==> src/design/ptc_pkg.sv <==
// Shared widths, register codes, reset values and pipeline word types for the
// PID turn controller. No dependencies; every other design file imports it.
package ptc_pkg;

  localparam int ANGLE_W    = 16;
  localparam int SPEED_W    = 7;
  localparam int GAIN_W     = 16;
  localparam int ZONE_W     = 15;
  localparam int DELAY_W    = 16;
  localparam int TICK_W     = 32;
  localparam int SUM_W      = 24;
  localparam int ERR_W      = ANGLE_W + 1;
  localparam int DIFF_W     = ERR_W + 1;
  localparam int LIM_W      = ANGLE_W + 2;
  localparam int DRIVE_W    = 8;
  localparam int FRAC_W     = 12;
  localparam int CFG_IDX_W  = 3;
  localparam int CFG_DATA_W = 32;

  localparam int P_W   = GAIN_W + 1 + ERR_W;
  localparam int I_W   = GAIN_W + 1 + SUM_W;
  localparam int D_W   = GAIN_W + 1 + DIFF_W;
  localparam int TOT_W = I_W + 2;

  localparam logic MODE_START = 1'b0;
  localparam logic MODE_TICK  = 1'b1;

  localparam logic [GAIN_W-1:0]  KP_RST     = GAIN_W'(1843);
  localparam logic [GAIN_W-1:0]  KI_RST     = GAIN_W'(20);
  localparam logic [GAIN_W-1:0]  KD_RST     = GAIN_W'(4096);
  localparam logic [ZONE_W-1:0]  IZONE_RST  = ZONE_W'(150);
  localparam logic [ZONE_W-1:0]  BAND_RST   = ZONE_W'(15);
  localparam logic [DELAY_W-1:0] EXIT_RST   = DELAY_W'(25);
  localparam logic [TICK_W-1:0]  EMERG_RST  = TICK_W'(250000);

  typedef enum logic [CFG_IDX_W-1:0] {
    REG_KP    = 3'd0,
    REG_KI    = 3'd1,
    REG_KD    = 3'd2,
    REG_IZONE = 3'd3,
    REG_BAND  = 3'd4,
    REG_EXIT  = 3'd5,
    REG_EMERG = 3'd6
  } cfg_idx_e;

  typedef struct packed {
    logic [GAIN_W-1:0]  kp;
    logic [GAIN_W-1:0]  ki;
    logic [GAIN_W-1:0]  kd;
    logic [ZONE_W-1:0]  izone;
    logic [ZONE_W-1:0]  band;
    logic [DELAY_W-1:0] exit_delay;
    logic [TICK_W-1:0]  emergency;
  } cfg_t;

  typedef struct packed {
    logic                     hold;
    logic                     done;
    logic                     zone;
    logic                     dir_neg;
    logic [SPEED_W-1:0]       speed;
    logic signed [ERR_W-1:0]  err;
    logic signed [SUM_W-1:0]  esum;
    logic signed [DIFF_W-1:0] diff;
  } calc_t;

  typedef struct packed {
    logic                   hold;
    logic                   done;
    logic                   zone;
    logic                   dir_neg;
    logic [SPEED_W-1:0]     speed;
    logic signed [P_W-1:0]  p_term;
    logic signed [I_W-1:0]  i_term;
    logic signed [D_W-1:0]  d_term;
  } prod_t;

  typedef struct packed {
    logic                    hold;
    logic                    done;
    logic                    zone;
    logic                    dir_neg;
    logic [SPEED_W-1:0]      speed;
    logic signed [TOT_W-1:0] total;
  } sum_t;

endpackage

==> src/design/ptc_out_if.sv <==
// Result channel of the PID turn controller: drive commands and status.
// Depends on ptc_pkg for the field widths.
interface ptc_out_if;
  import ptc_pkg::*;

  logic                      valid;
  logic                      ready;
  logic signed [DRIVE_W-1:0] left_power;
  logic signed [DRIVE_W-1:0] right_power;
  logic                      in_zone;
  logic                      done_res;

  modport source (output valid, left_power, right_power, in_zone, done_res,
                  input ready);
  modport sink (input valid, left_power, right_power, in_zone, done_res,
                output ready);
endinterface

==> src/design/ptc_out_stage.sv <==
// Power scaling, clamping and the output register that drives the result
// channel. Depends on ptc_pkg and ptc_out_if.
module ptc_out_stage (
  input  logic          clk,
  input  logic          rst,
  input  logic          sum_valid,
  output logic          sum_ready,
  input  ptc_pkg::sum_t sum,
  ptc_out_if.source     res
);
  import ptc_pkg::*;

  localparam logic signed [TOT_W-1:0] POWER_MIN = -(TOT_W'(127));

  logic                      out_en;
  logic signed [TOT_W-1:0]   rounded;
  logic signed [TOT_W-1:0]   power;
  logic signed [TOT_W-1:0]   limit;
  logic signed [DRIVE_W-1:0] clamped;
  logic signed [DRIVE_W-1:0] drive;

  assign out_en    = !res.valid || res.ready;
  assign sum_ready = out_en;

  assign rounded = sum.total + $signed({{(TOT_W-FRAC_W){1'b0}}, {FRAC_W{sum.total[TOT_W-1]}}});
  assign power   = rounded >>> FRAC_W;
  assign limit   = $signed({{(TOT_W-SPEED_W){1'b0}}, sum.speed});

  always_comb begin
    if (power > limit) begin
      clamped = $signed({{(DRIVE_W-SPEED_W){1'b0}}, sum.speed});
    end else if (power < POWER_MIN) begin
      clamped = POWER_MIN[DRIVE_W-1:0];
    end else begin
      clamped = power[DRIVE_W-1:0];
    end
    if (sum.hold) begin
      drive = '0;
    end else if (sum.dir_neg) begin
      drive = -clamped;
    end else begin
      drive = clamped;
    end
  end

  always_ff @(posedge clk) begin
    if (rst) begin
      res.valid <= 1'b0;
    end else if (out_en) begin
      res.valid <= sum_valid;
    end
  end

  always_ff @(posedge clk) begin
    if (out_en && sum_valid) begin
      res.left_power  <= drive;
      res.right_power <= -drive;
      res.in_zone     <= sum.zone;
      res.done_res    <= sum.done;
    end
  end
endmodule

==> src/flat_wrapper.sv <==
// flat-port wrapper written by rule: the top's interface ports become plain ports
module ptc_out_stage_flat import ptc_pkg::*;
  (clk, rst, sum_valid, sum_ready, sum, res_valid, res_left_power, res_right_power, res_in_zone, res_done_res, res_ready);
  ptc_out_if res_i ();
  input  logic clk;
  input  logic rst;
  input  logic sum_valid;
  output logic sum_ready;
  input  ptc_pkg::sum_t sum;
  output wire logic [$bits(res_i.valid)-1:0] res_valid;
  output wire logic [$bits(res_i.left_power)-1:0] res_left_power;
  output wire logic [$bits(res_i.right_power)-1:0] res_right_power;
  output wire logic [$bits(res_i.in_zone)-1:0] res_in_zone;
  output wire logic [$bits(res_i.done_res)-1:0] res_done_res;
  input wire logic [$bits(res_i.ready)-1:0] res_ready;
  assign res_valid = res_i.valid;
  assign res_left_power = res_i.left_power;
  assign res_right_power = res_i.right_power;
  assign res_in_zone = res_i.in_zone;
  assign res_done_res = res_i.done_res;
  assign res_i.ready = res_ready;
  ptc_out_stage u_core (.clk(clk), .rst(rst), .sum_valid(sum_valid), .sum_ready(sum_ready), .sum(sum), .res(res_i));
endmodule
==> config.mk <==
export PLATFORM = sky130hd
export DESIGN_NAME = ptc_out_stage_flat
export DESIGN_NICKNAME = d
export VERILOG_FILES = /design/src/design/ptc_pkg.sv /design/src/design/ptc_out_if.sv /design/src/design/ptc_out_stage.sv /design/src/flat_wrapper.sv
export SDC_FILE = /design/constraint.sdc
export NUM_CORES = 1
export LEC_CHECK = 0
export ABC_AREA = 1
export BUFFER_PORTS_ARGS = -buffer_cell sky130_fd_sc_hd__buf_2
export CORE_UTILIZATION = 40
export CTS_BUF_LIST = sky130_fd_sc_hd__clkbuf_4
export CTS_CLUSTER_SIZE = 24
export DETAILED_ROUTE_END_ITERATION = 8
export PLACE_DENSITY = 0.65
export RECOVER_POWER = 50
export SYNTH_ARGS = -nofsm -noshare
export SYNTH_HDL_FRONTEND = slang
export SYNTH_SLANG_ARGS = --single-unit
==> constraint.sdc <==
create_clock -name clk -period 14 [get_ports clk]
set_clock_uncertainty 0.15 [all_clocks]
set_input_delay 2.8 -clock clk [delete_from_list [all_inputs] [get_ports clk]]
set_output_delay 2.8 -clock clk [all_outputs]
set_load 0.02 [all_outputs]
==> results.md, run 1 <==
- Max_cap viols: 0
- Flop pwr share: 0.341
- Die H: 94.3 um
- Layout Cells excl Fill: roughly 780
- Seq/Total Area, Yosys: 0.156
- Hold_ws: approximately 350 ps
- Post-route ant nets: 0
- Worst hold path depth: 2
- Sw frac: 0.434
- Crit. End Element: register
- Horiz. Die Dim: around 94 um
- Hold wc startpoint: u_core.res.valid
- Top delay family on crit path: simple AND/OR/NAND/NOR gates
- Final core utilization: 0.479
- Antenna cells: 0
- CTS buffer count: 3
- H-tree levels: 1
- Top FF cell, synth: edfxtp_1
- Total Power: 0.196 mW
- Worst setup path class: in2reg
- Slew headroom: 0.394
- Unrepaired setup endpoints after global routing: no
- Largest family of logic cells by synthesized area: simple AND/OR/NAND/NOR gates
- CTS max path bufs: 2
- Post-CTS Setup Inserts: 0
- RR Startpoint: u_core.res.valid
- DRT Wirelength: between 9 and 10 mm
- Clk network pwr share: 0.131
- Pleak: between 2 and 2.5 nW
- CTS resizes: 0
- First-pass GRT wire length: between 15 and 20 mm
- Buffers on Ports: a little under 80
- Most frequent CP cell: nand2_1
- P per Cell Area: roughly 50 mW/mm^2
- Synthesized area per cell: roughly 5.7 sq um
- Synth Area in Compound Gates: 0.0528
- Drt via density: approximately 4.9
- FF-to-FF End: u_core.res.right_power[0]
- Buf+Inv Stages, Crit Path: 3
- Asr flop ratio synth: 0
- Max incr delay on CP: 360 ps
- Cell count after synthesis: around 600
- Slowest CP cell: ha_1
- Synthesis-to-layout area growth: 15.4%
- Fmax: 135 MHz
- Post-CTS Hold Fix Bufs: 0
- # fillers: ~910
- Dpl ws: 6290 ps
- Design Area, Final: 0.00394 sq mm
- Share of layout cells above drive strength 1: 0.200
- Setup_tns: 0 ps
- # clock sinks: 18
- Clock root cell: clkbuf_4
- Nets: ~760
- CTS tree: built
- Post-Synth Simple-Gate Area: 0.571
- First drt pass iteration count: 4
- Starting DRT DRC Count: approximately 160
- Comb power frac: 0.527
- Clk_lat worst skew: between 200 and 300 ps
- Tcrit/Tclk final: 0.528
- Min-Delay Endpoint: u_core.res.valid
- Cell taking the most area after synthesis: nand2_1
- Worst EP required: about 14,000 ps
- Status: finished, final reports clean
- Adder-Cell Fraction of Synth Area: 0.0734
- # setup viols final: 0
- Initial Util: 0.415
- Final Wtd Congestion: between 0.9 and 1
- Synthesized area: about 0.0034 sq mm
- Routed len/inst: around 12 um
- Final worst slack: around 6600 ps
- Count of different cell masters after synthesis: 39
- DRC violations left: 0
- Grt total ovfl: 0
- Largest net degree at the start of global routing: 18
- Worst Path Max Fanout: 15
- Post-synthesis register bit count: 18
- Count of yosys warnings during synthesis: 0
- Internal power component: about 0.11 mW
- Worst path arrival time: about 7300 ps
- Ports: 78
- Initial antenna violation count: 0
- Crit path time final: between 7000 and 8000 ps
- Nature of the critical path startpoint: input pin
- Slew of the pin with the lowest slew margin: around 910 ps
- Routed vias: ~3,800
- DP HPWL: around 8.3 mm
- Core area: approximately 0.0082 sq mm
- Post-synth EDFFs: 17
- Placed Instance Area: just under 0.004 sq mm
- Path category of the worst min-delay check: reg2reg
- Synth cell count leaders: nand2_1 (214), inv_1 (99), nand3_1 (62)
- Clk pin slew, worst setup/hold paths: around 100 ps
- Synth top area cells: nand2_1 (24%), edfxtp_1 (15%), inv_1 (11%)
- Top-area cell type share of the netlist area: 0.236
- Die area: between 0.008 and 0.009 sq mm
- Number of global-route vias before repair: 3,573
- Post-Synth XOR/XNOR Area: 0.0250
- Worst reg2reg setup slack: 12,320 ps
- FF-to-FF path depth: 2
- GRT Util Overall: 0.221
- Final hold vios: 0
- Count leader, synth: nand2_1
- Mux contribution to synthesized area: 0
- Synthesized net count: about 670
- Placed cells: around 800
- P_sw: 0.0851 mW
- Max Slew Vio Count: 0
- VDD IR max: between 0.00002 and 0.000025 V
- Rows: 33
==> kinds of logic (layout without fill, tap and decap cells) <==
group	count (synthesis)	count (layout)
buf+inv	106	186
simple gates	410	410
xor+xnor	8	8
fa+ha+maj	20	20
flops	18	18
compound gates	34	34
==> placed cells by master, fill, tap and decap left out, types with 6 or more instances in the layout <==
master	count
edfxtp_1	17
nor2_2	10
nor3_1	7
nand3_1	62
a21oi_1	20
nand3_2	7
buf_2	70
ha_1	20
inv_1	99
nor2_1	61
o21ai_0	6
nand2_2	20
clkbuf_1	8
nand2_1	214
==> worst register-to-register path, cell delays in order, from the launching register on <==
cell and delay [ps]:
dfxtp_1 330, a21oi_1 130, clkbuf_1 700
==> worst max path at each step <==
stage          cells after the start                        end  startpoint
2_1_floorplan                     31  u_core.res.right_power[6]      sum[6]
3_3_place_gp                      32  u_core.res.right_power[6]     sum[42]
3_5_place_dp                      32  u_core.res.right_power[6]     sum[42]
4_1_cts                           31  u_core.res.right_power[7]     sum[42]
5_1_grt                           31  u_core.res.right_power[7]     sum[42]
6_report                          32  u_core.res.right_power[6]     sum[42]
==> sequential cells by signal (all words and copies together), names as in the netlist <==
signal and count:
u_core.res.done_res 1, u_core.res.in_zone 1, u_core.res.left_power 7, u_core.res.right_power 8, u_core.res.valid 1
==> final cells by class <==
| cell class | instances | area, sq um | share of cell area |
|---|---|---|---|
| Clock buffer | 3 | 22.5 | 0.00572 |
| Clock inverter | 1 | 3.75 | 0.000954 |
| Sequential cell | 18 | 531 | 0.135 |
| Inverter | 104 | 404 | 0.103 |
| Timing Repair Buffer | 78 | 380 | 0.0967 |
| Multi-Input combinational cell | 472 | 2460 | 0.626 |
| Tap cell | 105 | 131 | 0.0334 |
==> metal layers <==
metal  GRT usage  vias to the layer above  wire (um)  part of all wire
li1            -                     2034          -                 -
met1       0.284                     1669       4360              0.46
met2       0.388                       91       4420              0.47
met3      0.0194                       19        419             0.044
met4      0.0692                        0        246             0.026
met5           0                        -          0                 0
==> power by group through the flow <==
stage               Clock (mW)  Sequential, mW  Combinational, mW
floorplan                    0          0.0746             0.0645
global placement             0          0.0680              0.102
detailed placement           0          0.0682              0.104
CTS                     0.0268          0.0670              0.104
global route            0.0297          0.0676              0.117
finish                  0.0258          0.0670              0.104
(Power assumes the default switching activity.)
==> run 2: changes to the inputs <==
Settings changed: PLACE_DENSITY 0.65 to 0.67.
Clock period 14 ns to 6.2 ns, I/O delays scaled along.
==> run 2 against run 1 <==
Critical path depth is the same; routed wire length grew 0.86%; flip-flop and latch count is the same; core utilization grew 0.17 points; sequential power grew 130%; via count grew 1.6%; cell count grew 0.13%; setup slack lost 6200 ps; sequential share of layout area is essentially flat; count of clock-buffer cells in the layout is the same.
==> results.md, run 2 (same netlist as run 1, synthesis figures left out) <==
- Final Wtd Congestion: 0.953 (was 0.965)
- Final hold vios: 0 (unchanged)
- Clock root cell: clkbuf_4 (unchanged)
- Rows: 33 (unchanged)
- # setup viols final: 0 (unchanged)
- Core area: 0.00822 sq mm (unchanged)
- Status: finished, final reports clean (unchanged)
- Clk network pwr share: 0.127 (was 0.131)
- First-pass GRT wire length: 15.5 mm (was 15.6 mm)
- CTS buffer count: 3 (unchanged)
- Internal power component: 0.251 mW (was 0.111 mW)
- Tcrit/Tclk final: 0.942
- Path category of the worst min-delay check: reg2reg (unchanged)
- Worst EP required: 6100 ps (was 13,910 ps)
- Grt peak-use layer: met2 (unchanged)
- # fillers: 899 (was 913)
- Share of layout cells above drive strength 1: 0.204 (was 0.200)
- DP HPWL: 8.30 mm (about the same)
- Crit. End Element: register (unchanged)
- Pleak: 2.24 nW (was 2.23 nW)
- Critical path capture point: u_core.res.right_power[6] (unchanged)
- Post-CTS Hold Fix Bufs: 0 (unchanged)
- Slowest CP cell: ha_1 (unchanged)
- Hold wc startpoint: u_core.res.valid (unchanged)
- H-tree levels: 1 (unchanged)
- Grt total ovfl: 0 (unchanged)
- Worst reg2reg setup slack: 4520 ps (was 12,320 ps)
- Synthesis-to-layout area growth: 15.8% (was 15.4%)
- Initial Util: 0.415 (unchanged)
- Max_cap viols: 0 (unchanged)
- Horiz. Die Dim: 94.3 um (unchanged)
- Routed len/inst: 12.2 um (was 12.1 um)
- First drt pass iteration count: 5 (was 4)
- Crit path time final: around 6000 ps
- GRT Util Overall: 0.216 (was 0.221)
- Flop pwr share: 0.341 (about the same)
- Worst Path Max Fanout: 15 (unchanged)
- CTS max path bufs: 2 (unchanged)
- Most flops, register: u_core.res.right_power (unchanged)
- # clock sinks: 18 (unchanged)
- Max incr delay on CP: 360 ps (about the same)
- Grt met2 use: 0.374 (was 0.388)
- Post-route ant nets: 0 (unchanged)
- P per Cell Area: 112 mW/mm^2 (was 49.9 mW/mm^2)
- Slew headroom: 0.419 (was 0.394)
- Ports: 78 (unchanged)
- Worst setup path class: in2reg (unchanged)
- Nature of the critical path startpoint: input pin (unchanged)
- Most common cell after layout, fill and taps aside: nand2_1 (unchanged)
- Number of global-route vias before repair: 3,467 (was 3,573)
- Fmax: 171 MHz
- Largest registers: u_core.res.right_power: 8 flops, u_core.res.left_power: 7 flops (unchanged)
- Setup_tns: 0 ps (unchanged)
- Multi-input logic area: 0.00247 sq mm (was 0.00246 sq mm)
- FF-to-FF End: u_core.res.right_power[6] (was u_core.res.right_power[0])
- M1 GR Usage: 0.284 (about the same)
- P_sw: 0.192 mW (was 0.0851 mW)
- Most frequent CP cell: nand2_1 (unchanged)
- Clk_lat worst skew: 280 ps (was 290 ps)
- GR Layer Usage met3: 0.0202 (was 0.0194)
- Die H: 94.3 um (unchanged)
- Nets: 756 (was 755)
- Starting DRT DRC Count: 249 (was 155)
- CTS tree: built (unchanged)
- Routed vias: 3,875 (was 3,813)
- Slew of the pin with the lowest slew margin: 871 ps (was 909 ps)
- Buffers on Ports: 77 (unchanged)
- Most frequent cells in the layout: nand2_1 (214), inv_1 (99), buf_2 (70) (unchanged)
- Die area: 0.00890 sq mm (unchanged)
- Largest net degree at the start of global routing: 18 (unchanged)
- Initial antenna violation count: 0 (unchanged)
- CP Launch Point: sum[42] (unchanged)
- DRC violations left: 0 (unchanged)
- Max Slew Vio Count: 0 (unchanged)
- Sw frac: 0.433 (was 0.434)
- FF-to-FF path depth: 2 (unchanged)
- Comb power frac: 0.532 (was 0.527)
- Drt via density: 4.96 (was 4.88)
- Worst path arrival time: 5740 ps (was 7310 ps)
- Antenna cells: 0 (unchanged)
- Final core utilization: 0.481 (was 0.479)
- Clk pin slew, worst setup/hold paths: 90 ps (was 100 ps)
- VDD IR max: 0.0000628 V (was 0.0000231 V)
- RR Startpoint: u_core.res.valid (unchanged)
- Sequential Area: 531 sq um (unchanged)
- Max FFs per register: 8 (unchanged)
- DRT Wirelength: 9.53 mm (was 9.45 mm)
- Unrepaired setup endpoints after global routing: no (unchanged)
-- run 2: cell count changes in the layout (fill, tap and decap cells not counted) --
cell,previous run,this run
nor2_2,10,11
o21ai_2,1,2
buf_4,0,1
o21ai_1,5,4
nor2_1,61,60
-- run 2: power by group through the flow --
stage / sequential [mW] / combinational [mW] / clock [mW]
2_1_floorplan: 0.169 / 0.146 / 0
3_3_place_gp: 0.154 / 0.231 / 0
3_5_place_dp: 0.154 / 0.235 / 0
4_1_cts: 0.151 / 0.236 / 0.0584
5_1_grt: 0.153 / 0.265 / 0.0627
6_report: 0.151 / 0.236 / 0.0565
-- run 2: layer usage --
layer  up-vias  routed length [um]
met1      1684                4230
met2       136                4460
met5         -                   0
li1       2034                   -
met4         0                 238
met3        21                 604
-- run 2: how the worst min path moves through the flow --
stage | end | slack (ps) | cells after the start
after floorplan | u_core.res.valid | 560 | 2
after global placement | u_core.res.valid | 320 | 2
after detailed placement | u_core.res.valid | 330 | 2
after CTS | u_core.res.valid | 340 | 2
after global routing | u_core.res.valid | 380 | 2
final | u_core.res.valid | 340 | 2
-- run 2: what timing repair did --
item | CTS | global route
endpoints found under the hold margin | 0 | 0
resized for setup | 0 | 2
setup buffers | 0 | 0
endpoints found under the setup margin | 0 | 2
-- run 2: stage by stage --
step	worst slack [ps]	power, mW	hold slack, ps	instance area, sq um	cells
3_3_place_gp	191	0.384	323	3930	778
2_1_floorplan	952	0.314	555	3410	596
3_5_place_dp	74.6	0.389	327	3930	778
6_report	358	0.444	341	3950	782
4_1_cts	367	0.445	341	3960	782
5_1_grt	10.5	0.480	380	3950	782
-- run 2: final cells by class --
cell class,count,area share
repair buffers,79,0.0982
well taps,105,0.0333
inverters,104,0.102
multi-input cells,472,0.625
flip-flops and latches,18,0.134
clock buffers,3,0.00570
clock inverters,1,0.000951
-- run 2: worst max-delay path: cells and delay by family --
kind / cells / cell delay, ps
AND/OR/NAND/NOR: 21 / 2290
XOR/XNOR: 1 / 220
adder cells (fa/ha/maj): 4 / 1140
buffers and inverters: 2 / 250
AO/OA/AOI/OAI: 4 / 590
==> run 3: changes to the inputs <==
Settings changed: CORE_UTILIZATION 40 to 55, PLACE_DENSITY 0.67 to 0.84.
Clock period 6.2 ns to 6 ns, I/O delays scaled along.
==> run 3 against run 2 <==
Cell count is 3.3% lower; routed wire length increased by 6.5%; sequential power grew 3%; critical path type unchanged; non-clock buffer count up 4; core utilization up 19 points; sequential share of layout area down 0.089 points.
==> results.md, run 3 (same netlist as run 1, synthesis figures left out) <==
- Fmax: around 180 MHz
- FF-to-FF path depth: 2 (unchanged)
- Flop pwr share: 0.332 (was 0.341)
- Pleak: 2.26 nW (was 2.24 nW)
- Core area: 0.00596 sq mm (was 0.00822 sq mm)
- Initial antenna violation count: 0 (unchanged)
- Final Wtd Congestion: 0.995 (was 0.953)
- Worst setup path class: in2reg (unchanged)
- # setup viols final: 0 (unchanged)
- Synthesis-to-layout area growth: 16.6% (was 15.8%)
- Most flops, register: u_core.res.right_power (unchanged)
- First-pass GRT wire length: 16.1 mm (was 15.5 mm)
- Status: finished, final reports clean (unchanged)
- CP Launch Point: sum[42] (unchanged)
- CTS buffer count: 3 (unchanged)
- Post-route ant nets: 0 (unchanged)
- RR Startpoint: u_core.res.valid (unchanged)
- Worst Path Max Fanout: 15 (unchanged)
- Nets: 760 (was 756)
- Max Slew Vio Count: 0 (unchanged)
- Antenna cells: 0 (unchanged)
- Slew headroom: 0.380 (was 0.419)
- Setup_tns: 0 ps (unchanged)
- Hold_ws: 379 ps (was 341 ps)
- P_sw: 0.209 mW (was 0.192 mW)
- Final core utilization: 0.667 (was 0.481)
- Hold wc startpoint: u_core.res.valid (unchanged)
- Most frequent cells in the layout: nand2_1 (214), inv_1 (99), buf_2 (69) (was nand2_1 (214), inv_1 (99), buf_2 (70))
- Internal power component: 0.262 mW (was 0.251 mW)
- Share of layout cells above drive strength 1: 0.211 (was 0.204)
- Initial Util: 0.572 (was 0.415)
- VDD IR max: 0.000138 V (was 0.0000628 V)
- Tcrit/Tclk final: 0.950
- Most frequent CP cell: nand2_1 (unchanged)
- Max FFs per register: 8 (unchanged)
- GRT Util Overall: 0.316 (was 0.216)
- Slowest CP cell: ha_1 (unchanged)
- First drt pass iteration count: 6 (was 5)
- Drt via density: 5.38 (was 4.96)
- Max incr delay on CP: 360 ps (about the same)
- Clk pin slew, worst setup/hold paths: 100 ps (was 90 ps)
- Largest net degree at the start of global routing: 18 (unchanged)
- Worst EP required: 5900 ps (was 6100 ps)
- Min-Delay Endpoint: u_core.res.valid (unchanged)
- DRC violations left: 0 (unchanged)
- Clk network pwr share: 0.131 (was 0.127)
- Sw frac: 0.444 (was 0.433)
- P per Cell Area: 119 mW/mm^2 (was 112 mW/mm^2)
- Total Power: 0.472 mW (was 0.444 mW)
- CTS tree: built (unchanged)
- Comb power frac: 0.537 (was 0.532)
- Clk_lat worst skew: 290 ps (was 280 ps)
- Crit path time final: between 5000 and 6000 ps
- CTS max path bufs: 2 (unchanged)
- Path category of the worst min-delay check: reg2reg (unchanged)
- Routed vias: 4,065 (was 3,875)
- Horiz. Die Dim: 80.7 um (was 94.3 um)
- Starting DRT DRC Count: 285 (was 249)
- DP HPWL: 8.44 mm (was 8.30 mm)
- Grt total ovfl: 0 (unchanged)
- Max_cap viols: 0 (unchanged)
- Most common cell after layout, fill and taps aside: nand2_1 (unchanged)
- Ports: 78 (unchanged)
- Buffers on Ports: 77 (unchanged)
- Rows: 28 (was 33)
- FF-to-FF End: u_core.res.left_power[6] (was u_core.res.right_power[6])
- Routed len/inst: 13.4 um (was 12.2 um)
- Crit. End Element: register (unchanged)
- Final hold vios: 0 (unchanged)
- Clock root cell: clkbuf_4 (unchanged)
- Number of global-route vias before repair: 3,577 (was 3,467)
- Die area: 0.00652 sq mm (was 0.00890 sq mm)
- Nature of the critical path startpoint: input pin (unchanged)
- Largest registers: u_core.res.right_power: 8 flops, u_core.res.left_power: 7 flops (unchanged)
- Worst reg2reg setup slack: 4290 ps (was 4520 ps)
- Slew of the pin with the lowest slew margin: 929 ps (was 871 ps)
- DRT Wirelength: 10.1 mm (was 9.53 mm)
- Worst path arrival time: 5600 ps (was 5740 ps)
- H-tree levels: 1 (unchanged)
- Dpl ws: -69.2 ps (was 74.6 ps)
- Final worst slack: 298 ps (was 358 ps)
- Worst hold path depth: 2 (unchanged)
- # clock sinks: 18 (unchanged)
- Die H: 80.7 um (was 94.3 um)
run 3: worst max path at each step:
stage | slack [ps] | to | cells after the start
CTS | 230 | u_core.res.right_power[6] | 32
floorplan | 790 | u_core.res.right_power[6] | 31
global route | -7 | u_core.res.right_power[7] | 31
finish | 300 | u_core.res.right_power[6] | 32
detailed placement | -70 | u_core.res.right_power[7] | 31
global placement | 110 | u_core.res.right_power[6] | 32
run 3: area by class of cell:
cell class              count  area (sq um)
clock inverters             1          3.75
inverters                 104           404
well taps                  75          93.8
multi-input cells         472          2500
fillers                   562          1980
clock buffers               3          22.5
flip-flops and latches     18           531
repair buffers             83           420
run 3: routing by layer:
| metal | vias up | global-route usage | wire (um) |
|---|---|---|---|
| met1 | 1786 | 0.409 | 4250 |
| met2 | 216 | 0.562 | 4890 |
| met5 | - | 0 | 0 |
| met4 | 0 | 0.0857 | 246 |
| li1 | 2035 | - | - |
| met3 | 28 | 0.0247 | 753 |
run 3: timing repair:
action                                  4_1_cts  5_1_grt
hold buffers                                  0        0
endpoints found under the setup margin        0        6
setup buffers                                 0        4
resized for setup                             0        8
run 3: power groups by stage:
| stage | Sequential, mW | Combinational, mW | Clock [mW] |
|---|---|---|---|
| finish | 0.156 | 0.253 | 0.0620 |
| global placement | 0.159 | 0.236 | 0 |
| floorplan | 0.174 | 0.151 | 0 |
| global route | 0.158 | 0.281 | 0.0643 |
| detailed placement | 0.159 | 0.244 | 0 |
| CTS | 0.156 | 0.246 | 0.0614 |
run 3: metrics by stage:
stage	instance area (sq um)	instances
6_report	3980	756
5_1_grt	3980	756
4_1_cts	3920	752
3_5_place_dp	3890	748
3_3_place_gp	3890	748
2_1_floorplan	3410	596
run 3: worst max-delay path, delay by kind of cell:
family | cells | cell delay (ps)
fa+ha+maj | 4 | 1150
xor+xnor | 1 | 230
simple gates | 20 | 2110
compound gates | 4 | 580
buf+inv | 3 | 320
